$ cat src/rtl/core/mexp_pkg.sv
// mexp_pkg: widths, counts and shared types for the modular exponentiation block.
// No dependencies; imported by every module under rtl/core.
package mexp_pkg;

    // Operand and modulus width
    localparam int DATA_W = 16;
    // Exponent bits scanned per item
    localparam int EXP_BITS = 17;

    // Multiplier product and the shift-subtract reduction that follows it
    localparam int PROD_W = 2 * DATA_W;
    localparam int BITS_PER_STEP = 2;
    localparam int RED_STEPS = PROD_W / BITS_PER_STEP;
    localparam int CNT_W = $clog2(RED_STEPS);

    // Configuration port
    localparam int APB_DATA_W = 32;
    localparam int APB_ADDR_W = 3;
    localparam logic [APB_ADDR_W-1:0] ADDR_MODULUS = 3'd0;
    localparam logic [DATA_W-1:0] MODULUS_RESET = 16'hFFFF;

    // Request to the shared modular multiplier
    typedef struct packed {
        logic              start;
        logic [DATA_W-1:0] a;
        logic [DATA_W-1:0] b;
    } mm_req_t;

    // Response from the shared modular multiplier
    typedef struct packed {
        logic              done;
        logic [DATA_W-1:0] r;
    } mm_rsp_t;

endpackage

$ cat src/rtl/core/mexp_modmul.sv
// mexp_modmul: iterative (a * b) mod q; one registered multiply, then restoring
// shift-subtract reduction two product bits per cycle. Depends on mexp_pkg.
module mexp_modmul
    import mexp_pkg::*;
(
    input  logic              clk,
    input  logic              rst_n,
    input  logic [DATA_W-1:0] modulus,
    input  mm_req_t           req,
    output mm_rsp_t           rsp
);

    logic              active_reg, active_next;
    logic              done_reg, done_next;
    logic [CNT_W-1:0]  cnt_reg, cnt_next;
    logic [PROD_W-1:0] prod_reg, prod_next;
    logic [DATA_W-1:0] rem_reg, rem_next;

    logic [DATA_W:0]   t1, s1, t2, s2;
    logic [DATA_W:0]   q_ext;
    logic [PROD_W-1:0] a_ext, b_ext;

    assign q_ext = {1'b0, modulus};
    // operands widened so the full product is kept
    assign a_ext = {{(PROD_W-DATA_W){1'b0}}, req.a};
    assign b_ext = {{(PROD_W-DATA_W){1'b0}}, req.b};

    // two dependent conditional subtracts per cycle
    always_comb
    begin
        t1 = {rem_reg, prod_reg[PROD_W-1]};
        s1 = (t1 >= q_ext) ? (t1 - q_ext) : t1;
        t2 = {s1[DATA_W-1:0], prod_reg[PROD_W-2]};
        s2 = (t2 >= q_ext) ? (t2 - q_ext) : t2;
    end

    always_comb
    begin
        active_next = active_reg;
        done_next   = 1'b0;
        cnt_next    = cnt_reg;
        prod_next   = prod_reg;
        rem_next    = rem_reg;
        if (req.start)
        begin
            prod_next   = a_ext * b_ext;
            rem_next    = '0;
            cnt_next    = CNT_W'(RED_STEPS - 1);
            active_next = 1'b1;
        end
        else if (active_reg)
        begin
            prod_next = prod_reg << BITS_PER_STEP;
            rem_next  = s2[DATA_W-1:0];
            cnt_next  = cnt_reg - CNT_W'(1);
            if (cnt_reg == '0)
            begin
                active_next = 1'b0;
                done_next   = 1'b1;
            end
        end
    end

    always_ff @(posedge clk or negedge rst_n)
    begin
        if (!rst_n)
        begin
            active_reg <= 1'b0;
            done_reg   <= 1'b0;
            cnt_reg    <= '0;
        end
        else
        begin
            active_reg <= active_next;
            done_reg   <= done_next;
            cnt_reg    <= cnt_next;
        end
    end

    always_ff @(posedge clk)
    begin
        prod_reg <= prod_next;
        rem_reg  <= rem_next;
    end

    assign rsp.done = done_reg;
    assign rsp.r    = rem_reg;

`ifndef ASSERT_OFF
    // done follows the last reduction step only
    a_done_after_active: assert property (@(posedge clk) disable iff (!rst_n)
        done_reg |-> $past(active_reg))
        else $error("modmul done without an active reduction");

    // remainder stays reduced while working with a nonzero modulus
    a_rem_reduced: assert property (@(posedge clk) disable iff (!rst_n)
        (active_reg && $past(active_reg) && modulus != '0) |-> rem_reg < modulus)
        else $error("modmul remainder not below modulus");

    // no new request while a reduction is running
    a_no_overlap: assert property (@(posedge clk) disable iff (!rst_n)
        active_reg |-> !req.start)
        else $error("modmul request while busy");
`endif

endmodule

$ cat src/rtl/core/mexp_seq.sv
// mexp_seq: square-and-multiply sequencer; walks exponent bits LSB first and
// drives the shared modular multiplier. Depends on mexp_pkg.
module mexp_seq
    import mexp_pkg::*;
(
    input  logic                clk,
    input  logic                rst_n,
    input  logic                start,
    input  logic [DATA_W-1:0]   base,
    input  logic [EXP_BITS-1:0] exponent,
    input  logic                q_zero,
    input  mm_rsp_t             mm_rsp,
    output mm_req_t             mm_req,
    output logic                busy,
    output logic [DATA_W-1:0]   result,
    output logic                done
);

    typedef enum logic [3:0] {
        ST_IDLE = 4'b0001,
        ST_STEP = 4'b0010,
        ST_ACC  = 4'b0100,
        ST_SQR  = 4'b1000
    } seq_state_t;

    seq_state_t          state_reg, state_next;
    logic [EXP_BITS-1:0] exp_reg, exp_next;
    logic [DATA_W-1:0]   acc_reg, acc_next;
    logic [DATA_W-1:0]   base_reg, base_next;
    logic                exp_nz_reg, exp_nz_next;
    logic [DATA_W-1:0]   result_reg, result_next;
    logic                done_reg, done_next;
    mm_req_t             req_reg, req_next;

    always_comb
    begin
        state_next  = state_reg;
        exp_next    = exp_reg;
        acc_next    = acc_reg;
        base_next   = base_reg;
        exp_nz_next = exp_nz_reg;
        result_next = result_reg;
        done_next   = 1'b0;
        req_next    = '{start: 1'b0, a: req_reg.a, b: req_reg.b};
        unique case (state_reg)
            ST_IDLE:
            begin
                if (start)
                begin
                    exp_next    = exponent;
                    acc_next    = DATA_W'(1);
                    base_next   = base;
                    exp_nz_next = (exponent != '0);
                    state_next  = ST_STEP;
                end
            end
            ST_STEP:
            begin
                if (exp_reg == '0)
                begin
                    // a zero modulus gives zero unless the exponent was zero
                    result_next = (q_zero && exp_nz_reg) ? '0 : acc_reg;
                    done_next   = 1'b1;
                    state_next  = ST_IDLE;
                end
                else if (exp_reg[0])
                begin
                    req_next   = '{start: 1'b1, a: acc_reg, b: base_reg};
                    state_next = ST_ACC;
                end
                else
                begin
                    req_next   = '{start: 1'b1, a: base_reg, b: base_reg};
                    state_next = ST_SQR;
                end
            end
            ST_ACC:
            begin
                if (mm_rsp.done)
                begin
                    acc_next    = mm_rsp.r;
                    exp_next[0] = 1'b0;
                    state_next  = ST_STEP;
                end
            end
            ST_SQR:
            begin
                if (mm_rsp.done)
                begin
                    base_next  = mm_rsp.r;
                    exp_next   = exp_reg >> 1;
                    state_next = ST_STEP;
                end
            end
            default:
            begin
                state_next = ST_IDLE;
            end
        endcase
    end

    always_ff @(posedge clk or negedge rst_n)
    begin
        if (!rst_n)
        begin
            state_reg <= ST_IDLE;
            done_reg  <= 1'b0;
            req_reg   <= '0;
        end
        else
        begin
            state_reg <= state_next;
            done_reg  <= done_next;
            req_reg   <= req_next;
        end
    end

    always_ff @(posedge clk)
    begin
        exp_reg    <= exp_next;
        acc_reg    <= acc_next;
        base_reg   <= base_next;
        exp_nz_reg <= exp_nz_next;
        result_reg <= result_next;
    end

    assign mm_req = req_reg;
    assign busy   = (state_reg != ST_IDLE);
    assign result = result_reg;
    assign done   = done_reg;

`ifndef ASSERT_OFF
    // a multiply is only launched from the decision state
    a_req_from_step: assert property (@(posedge clk) disable iff (!rst_n)
        req_reg.start |-> ($past(state_reg) == ST_STEP))
        else $error("multiply launched outside decision state");

    // multiplier answers only while a wait state is pending
    a_rsp_in_wait: assert property (@(posedge clk) disable iff (!rst_n)
        mm_rsp.done |-> (state_reg == ST_ACC || state_reg == ST_SQR))
        else $error("multiplier response with no wait pending");

    // state register stays one-hot
    a_state_onehot: assert property (@(posedge clk) disable iff (!rst_n)
        $onehot(state_reg))
        else $error("sequencer state not one-hot");
`endif

endmodule

$ cat src/rtl/core/modular_exponentiation_top.sv
// modular_exponentiation_top: base^exponent mod q with an APB modulus register.
// Depends on mexp_pkg, mexp_seq and mexp_modmul.
//
// Channel   | Handshake                   | Payload
// ----------+-----------------------------+---------------------------------
// command   | start & !busy               | base[15:0], exponent[16:0]
// result    | done (one-cycle strobe)     | result[15:0]
// config    | psel & penable & pwrite     | paddr[2:0], pwdata[31:0] (modulus)
//
// Operation: each modular multiply is one registered multiply followed by the
// shift-subtract reduction (two product bits per cycle in the shared unit); an item
// runs one multiply per set exponent bit and one squaring per bit below the
// highest set bit. A zero exponent needs no multiply.
// Reset: asynchronous, active low; modulus returns to 65535, sequencer to idle.
// Stalls: busy stays high from the accepted start until the result strobe; the
// receiver cannot stall, so the result transfer completes in its strobe cycle.
module modular_exponentiation_top
    import mexp_pkg::*;
(
    input  logic                  clk,
    input  logic                  rst_n,
    // command channel
    input  logic                  start,
    output logic                  busy,
    input  logic [DATA_W-1:0]     base,
    input  logic [EXP_BITS-1:0]   exponent,
    // result channel
    output logic                  done,
    output logic [DATA_W-1:0]     result,
    // configuration port
    input  logic                  psel,
    input  logic                  penable,
    input  logic                  pwrite,
    input  logic [APB_ADDR_W-1:0] paddr,
    input  logic [APB_DATA_W-1:0] pwdata,
    output logic [APB_DATA_W-1:0] prdata,
    output logic                  pready
);

    logic [DATA_W-1:0] modulus_reg, modulus_next;
    logic              cfg_wr;
    mm_req_t           mm_req;
    mm_rsp_t           mm_rsp;

    // ---------------- configuration register ----------------
    assign pready = 1'b1;
    assign cfg_wr = psel && penable && pwrite && pready && (paddr == ADDR_MODULUS);

    always_comb
    begin
        modulus_next = modulus_reg;
        if (cfg_wr)
        begin
            modulus_next = pwdata[DATA_W-1:0];
        end
    end

    always_ff @(posedge clk or negedge rst_n)
    begin
        if (!rst_n)
        begin
            modulus_reg <= MODULUS_RESET;
        end
        else
        begin
            modulus_reg <= modulus_next;
        end
    end

    // read back; unmapped addresses read zero
    assign prdata = (paddr == ADDR_MODULUS) ?
                    {{(APB_DATA_W-DATA_W){1'b0}}, modulus_reg} : '0;

    // ---------------- sequencer ----------------
    mexp_seq u_seq (
        .clk      (clk),
        .rst_n    (rst_n),
        .start    (start),
        .base     (base),
        .exponent (exponent),
        .q_zero   (modulus_reg == '0),
        .mm_rsp   (mm_rsp),
        .mm_req   (mm_req),
        .busy     (busy),
        .result   (result),
        .done     (done)
    );

    // ---------------- shared modular multiplier ----------------
    mexp_modmul u_modmul (
        .clk     (clk),
        .rst_n   (rst_n),
        .modulus (modulus_reg),
        .req     (mm_req),
        .rsp     (mm_rsp)
    );

`ifndef ASSERT_OFF
    // an accepted command makes the block busy on the next cycle
    a_start_busy: assert property (@(posedge clk) disable iff (!rst_n)
        (start && !busy) |=> busy)
        else $error("accepted command did not raise busy");

    // busy drops exactly when the result transfer is presented
    a_fell_busy_done: assert property (@(posedge clk) disable iff (!rst_n)
        $fell(busy) |-> done)
        else $error("busy dropped without a result");

    // result strobe lasts a single cycle
    a_done_pulse: assert property (@(posedge clk) disable iff (!rst_n)
        done |=> !done)
        else $error("result strobe longer than one cycle");

    // a result only follows a busy period
    a_done_after_busy: assert property (@(posedge clk) disable iff (!rst_n)
        done |-> $past(busy))
        else $error("result without a preceding command");
`endif

endmodule

$ cat config.mk
export PLATFORM = sky130hd
export DESIGN_NAME = modular_exponentiation_top
export DESIGN_NICKNAME = d
export VERILOG_FILES = /design/src/rtl/core/mexp_pkg.sv /design/src/rtl/core/mexp_modmul.sv /design/src/rtl/core/mexp_seq.sv /design/src/rtl/core/modular_exponentiation_top.sv
export SDC_FILE = /design/constraint.sdc
export NUM_CORES = 1
export LEC_CHECK = 0
export BUFFER_PORTS_ARGS = -buffer_cell sky130_fd_sc_hd__buf_2
export CAP_MARGIN = 20
export CORE_MARGIN = 4
export CORE_UTILIZATION = 56
export DETAILED_ROUTE_END_ITERATION = 6
export PLACE_DENSITY = 0.75
export REMOVE_ABC_BUFFERS = 1
export SLEW_MARGIN = 15
export SYNTH_ARGS = -nofsm -noshare
export SYNTH_HDL_FRONTEND = slang
export SYNTH_SLANG_ARGS = --single-unit
$ cat constraint.sdc
create_clock -name clk -period 13.5 [get_ports clk]
set_clock_uncertainty 0.15 [all_clocks]
set_input_delay 1.35 -clock clk [delete_from_list [all_inputs] [get_ports clk]]
set_output_delay 1.35 -clock clk [all_outputs]
set_load 0.005 [all_outputs]
* Yosys cells after proc, flatten, opt, wreduce, memory -nomap -nowiden
Index checks and enable logic that the tools add are counted.
** Storage, ports and cells
- Register bits :: 174
** Operators by class
- Magnitude comparators :: 2
- Add/subtract/negate cells :: 3
- Multipliers :: 1
- Bitwise logic cells :: 1
- Equality and inequality tests :: 9
- Mux-type cells :: 33
- Reductions and logical operators :: 21
** Operators with widths (count)
- 16-bit two-way mux :: 6
- 32-bit two-way mux :: 3
- 16-bit one-hot mux with 2 select lines :: 3
- 33-bit two-way mux :: 2
- 17-bit by 16-bit >= comparator with 1-bit output :: 2
- 17-bit two-way mux :: 2
- 16-bit by 16-bit multiplier with 32-bit output :: 1
- 16-bit subtractor :: 2
- 4-bit two-way mux :: 6
- 17-bit zero test :: 1
- 17-bit nonzero test :: 1
- 16-bit zero test :: 1
- 4-bit one-hot mux with 3 select lines :: 1
- 1-bit two-way mux :: 9
- 2-bit AND reduction :: 4
- 2-bit != test, second input constant :: 3
- 3-bit AND reduction :: 2
- 2-bit nonzero test :: 3
- 4-bit by 1-bit == test with 1-bit output, second input constant :: 1
- 4-bit by 2-bit == test with 1-bit output, second input constant :: 1
- 4-bit by 3-bit == test with 1-bit output, second input constant :: 1
- 4-bit == test, second input constant :: 1
- 1-bit logical AND :: 4
- 4-bit zero test :: 1
- 9 further kinds :: 9

* Depth between registers and ports, before layout
- Depth after elaboration :: 4
- Depth in mapped cells :: 24
- Gate-level depth less buffers :: 23

* Hierarchy
A second synthesis with hierarchy kept.
** Second synthesis, totals
- Cell total of the unflattened synthesis :: 1739
- Area total of the unflattened synthesis :: 17848.4 µm²
** By module, submodules not included
- mexp_modmul :: times used 1, cells each 1398, area each 12492.0 µm², sequential area each 1431.4 µm²
- mexp_seq :: times used 1, cells each 264, area each 4435.5 µm², sequential area each 2934.1 µm²
- modular_exponentiation_top :: times used 1, cells each 77, area each 920.9 µm², sequential area each 420.4 µm²

* Worst setup path after synthesis
OpenSTA, ideal clock, no wires.
- Kind :: reg2reg
- From :: register u_seq.req_reg (netlist bit u_seq.mm_req[8])
- To :: register u_modmul.prod_reg[29] (data pin)
- Stages on the path, launching flop included :: 25
- Slack :: 6952 ps
- Data arrival time :: 6240 ps
- Setup time :: 158 ps
- Buffers on the path :: 2
- Clock period less this slack :: 6548 ps
- Data required time :: 13192 ps
- Cells stage by stage :: dfrtp_1 clkbuf_1 clkbuf_1 nand2_1 fa_1 inv_1 fa_1 inv_1 fa_1 inv_1 fa_1 fa_1 inv_1 fa_1 inv_1 ha_1 a21oi_1 nor2_1 a211oi_1 o211a_1 a21oi_1 o31a_1 o21a_1 or4_1 o211ai_1
** Between the ends
- Longest elaborated chain between the ends :: 2
** RTL lines
- start: declaration :: line mexp_seq.sv:33 : mm_req_t req_reg, req_next;
- start signal: assignment :: line mexp_seq.sv:114 : req_reg <= req_next;
- 16-bit by 16-bit multiplier with 32-bit output :: line mexp_modmul.sv:46 : prod_next = a_ext * b_ext;
- 32-bit two-way mux :: line mexp_modmul.sv:44 : if (req.start)
- via u_modmul.prod_next[29] :: line mexp_modmul.sv:16 : logic [PROD_W-1:0] prod_reg, prod_next;
- end signal: assignment :: line mexp_modmul.sv:82 : prod_reg <= prod_next;
- end: declaration :: line mexp_modmul.sv:16
The timed path passes the listed nets, and every way through them passes these cells.
A chain may end at the register's enable or synchronous reset.

* Final worst setup path
- From :: register u_seq.req_reg (netlist bit u_seq.mm_req[7])
- To :: register u_modmul.prod_reg[28] (data pin)
The elaborated chain is that of the path after synthesis.

==> metrics.cfg <==
[setup_path]
critPathKind = flip-flop to flip-flop
timing.rr.end = u_modmul.prod_reg[28]
required_ps = 13550
r2r-start = u_seq.mm_req[7]
worst-path-max-fanout = 17
reg2reg_depth = 21
regToRegSetupSlack_ps = 6180
crit_arrival_ps = 7370
critPathLaunchType = flip-flop
cp-end-kind = flip-flop

[sta]
max_freq_ghz = 0.1365
worst_slew_pin_slew_ps = 885.2
finalHoldViolations = 0
drv_slew = 0
rsz0062_at_grt = false
fin_crit_ps = 7324
setup_tns_ps = 0
slew_headroom_pct = 40.99
finalCritPeriodShare_pct = 54.25
finalSetupViolations = 0

[clock_network]
cts_made_buffers = 17
cts-resized-gates = 0
ctsHoldBuffers = 0
cts_root_buf = clkbuf_16
post-cts-setup-buffer-count = 0
ctsLongestPathBuffers = 2
clkSlewWorstSetupHoldPaths_ps = 80
cts_sinks = 174
clk_latency_ps = 450
h-tree-depth = 4
cts_tree = built

[drt]
drt_wl_total_um = 41480
detail-route-antenna-nets = 0
routedWlPerCell_um = 18.26
routed-wl-met3_um = 2549
drt_iter0_drc = 883
viasPerCell = 5.696
dr.pass1.iters = 5
maxUsedRoutingLayer = met4
vias = 12940
wl_met2_um = 21050
m1WireLength_um = 16780
drc_errors = 0

[die]
ios = 125
rows = 64
die_x_um = 185.2
core_area_sq_mm = 0.03075
fp.dieH_um = 185.2
initial_core_util_pct = 57.20
dieArea_sq_mm = 0.03431

[logic_synthesis]
yosys-top-cells-area = fa_1, edfxtp_1, ha_1
yosysSeqAreaShare_pct = 27.21
avgSynthCellArea_sq_um = 9.702
yosys.area.top_type = fa_1
ys.flop_type = edfxtp_1
ys_async_sr_fraction_pct = 34.48
synthTopCellsByCount = nand2_1, inv_1, fa_1
synthCells = 1813
yosysWarningCount = 0
ys_types = 77
synth_edf_count = 98
syn_area_sq_mm = 0.01759
synth_seq_cells = 174
yosysTopAreaCellShare_pct = 22.31
synth.most_common_cell = nand2_1

[global_routing]
antenna_found_initial = 1
grt_pass1_wl_um = 67700
grt_max_degree = 61
grt_use_total_pct = 24.79
grt_pass1_vias = 13540
globalRouteOverflowTotal = 0

[hold_path]
hold_end = u_seq.mm_req[8]
hp-class = flip-flop to flip-flop
holdPathStages = 2
hold_start = u_seq.base_reg[8]

[placement]
dp_hpwl_um = 30650
gp_congestion = 0.8694
io_buffers = 91

[run_status]
status = finished, final reports clean

[layout]
layout.nets = 2269
post_route_cells_drive_above_1_share_pct = 12.69
largest_reg_flops = 33
syn2layout_area_growth_pct = 7.483
n_antenna_cell = 0

[job]
maxCapViolCount = 0

stage by stage:
step           std cells  hold WS, ps  setup WS [ps]  area (sq um)  utilization (%)
4_1_cts             2271        327.1           6219         18900            61.47
5_1_grt             2271        336.7           5825         18910            61.48
3_5_place_dp        2239        305.1           6273         18300            59.51
6_report            2271        327.9           6176         18910            61.48
2_1_floorplan       1739        290.0           7152         17220                -
3_3_place_gp        2239        304.4           6331         18300            59.51
critical path, stage by stage (launching register included):
cell	delay [ps]
dfrtp_1	880
nand2_1	180
fa_1	570
inv_1	60
fa_1	550
inv_1	60
fa_1	530
inv_1	60
fa_1	460
fa_1	520
inv_1	60
fa_1	530
inv_1	40
ha_1	360
a21oi_1	130
o21ai_0	220
a311oi_1	170
a311oi_1	590
a41oi_1	330
a21boi_0	300
mux2i_1	210
nand3_1	100
area by class of cell:
type	instances	area, sq um
flip-flops and latches	174	4787
multi-input cells	1303	11480
repair buffers	104	553.0
clock buffers	17	425.4
inverters	262	983.4
clock inverters	15	176.4
well taps	396	495.5
fillers	2557	11840
layout by cell type, fill, tap and decap left out, types with 5 or more instances in the layout:
cell	count
o21ai_0	70
a211oi_1	19
nand2_1	272
and2_1	150
nand4_1	11
mux2i_1	27
dfxtp_1	16
a21oi_1	46
clkinv_4	5
mux2_2	60
conb_1	17
inv_1	261
a21o_1	13
dfrtp_1	42
a21boi_0	5
o31ai_1	5
xor2_1	17
nor3_1	17
nor2_1	62
xnor2_1	27
nand2b_1	8
clkbuf_16	17
fa_1	196
ha_1	137
a22o_1	6
nand3_1	11
buf_4	13
buf_2	91
o21a_1	10
o211ai_1	6
nor2b_1	27
nor4_1	11
edfxtp_1	98
inv_8	6
dfstp_2	17
how the worst max path moves through the flow:
stage | startpoint | endpoint | slack, ps | depth (start not counted)
finish | u_seq.mm_req[7] | u_modmul.prod_reg[28] | 6180 | 21
global route | u_seq.mm_req[7] | u_modmul.prod_reg[28] | 5820 | 21
CTS | u_seq.mm_req[23] | u_modmul.prod_reg[28] | 6220 | 21
detailed placement | u_seq.mm_req[23] | u_modmul.prod_reg[29] | 6270 | 22
global placement | u_seq.mm_req[7] | u_modmul.prod_reg[28] | 6330 | 21
floorplan | u_seq.mm_req[7] | u_modmul.prod_reg[29] | 7150 | 22
cells by family (layout without fill, tap and decap cells):
kind of cell             Yosys count  count (layout)  synth area share [%]
adder cells (fa/ha/maj)          333             333                 32.05
AO/OA/AOI/OAI                    225             225                 8.593
multiplexers                      88              88                 5.442
buffers and inverters            351             398                 8.003
other                              2              17               0.04270
flip-flops                       174             174                 27.21
XOR/XNOR                          44              44                 2.191
AND/OR/NAND/NOR                  596             596                 16.47
metal layers:
layer  track usage, %  vias to the layer above
li1                 -                     5960
met1            31.83                     6458
met2            43.45                      425
met3            3.633                       92
met4            7.751                        0
met5                0                        -
Power is left out: the tool's default activity adds up to more than one toggle a clock period on the data nets, which glitch-free logic cannot reach.
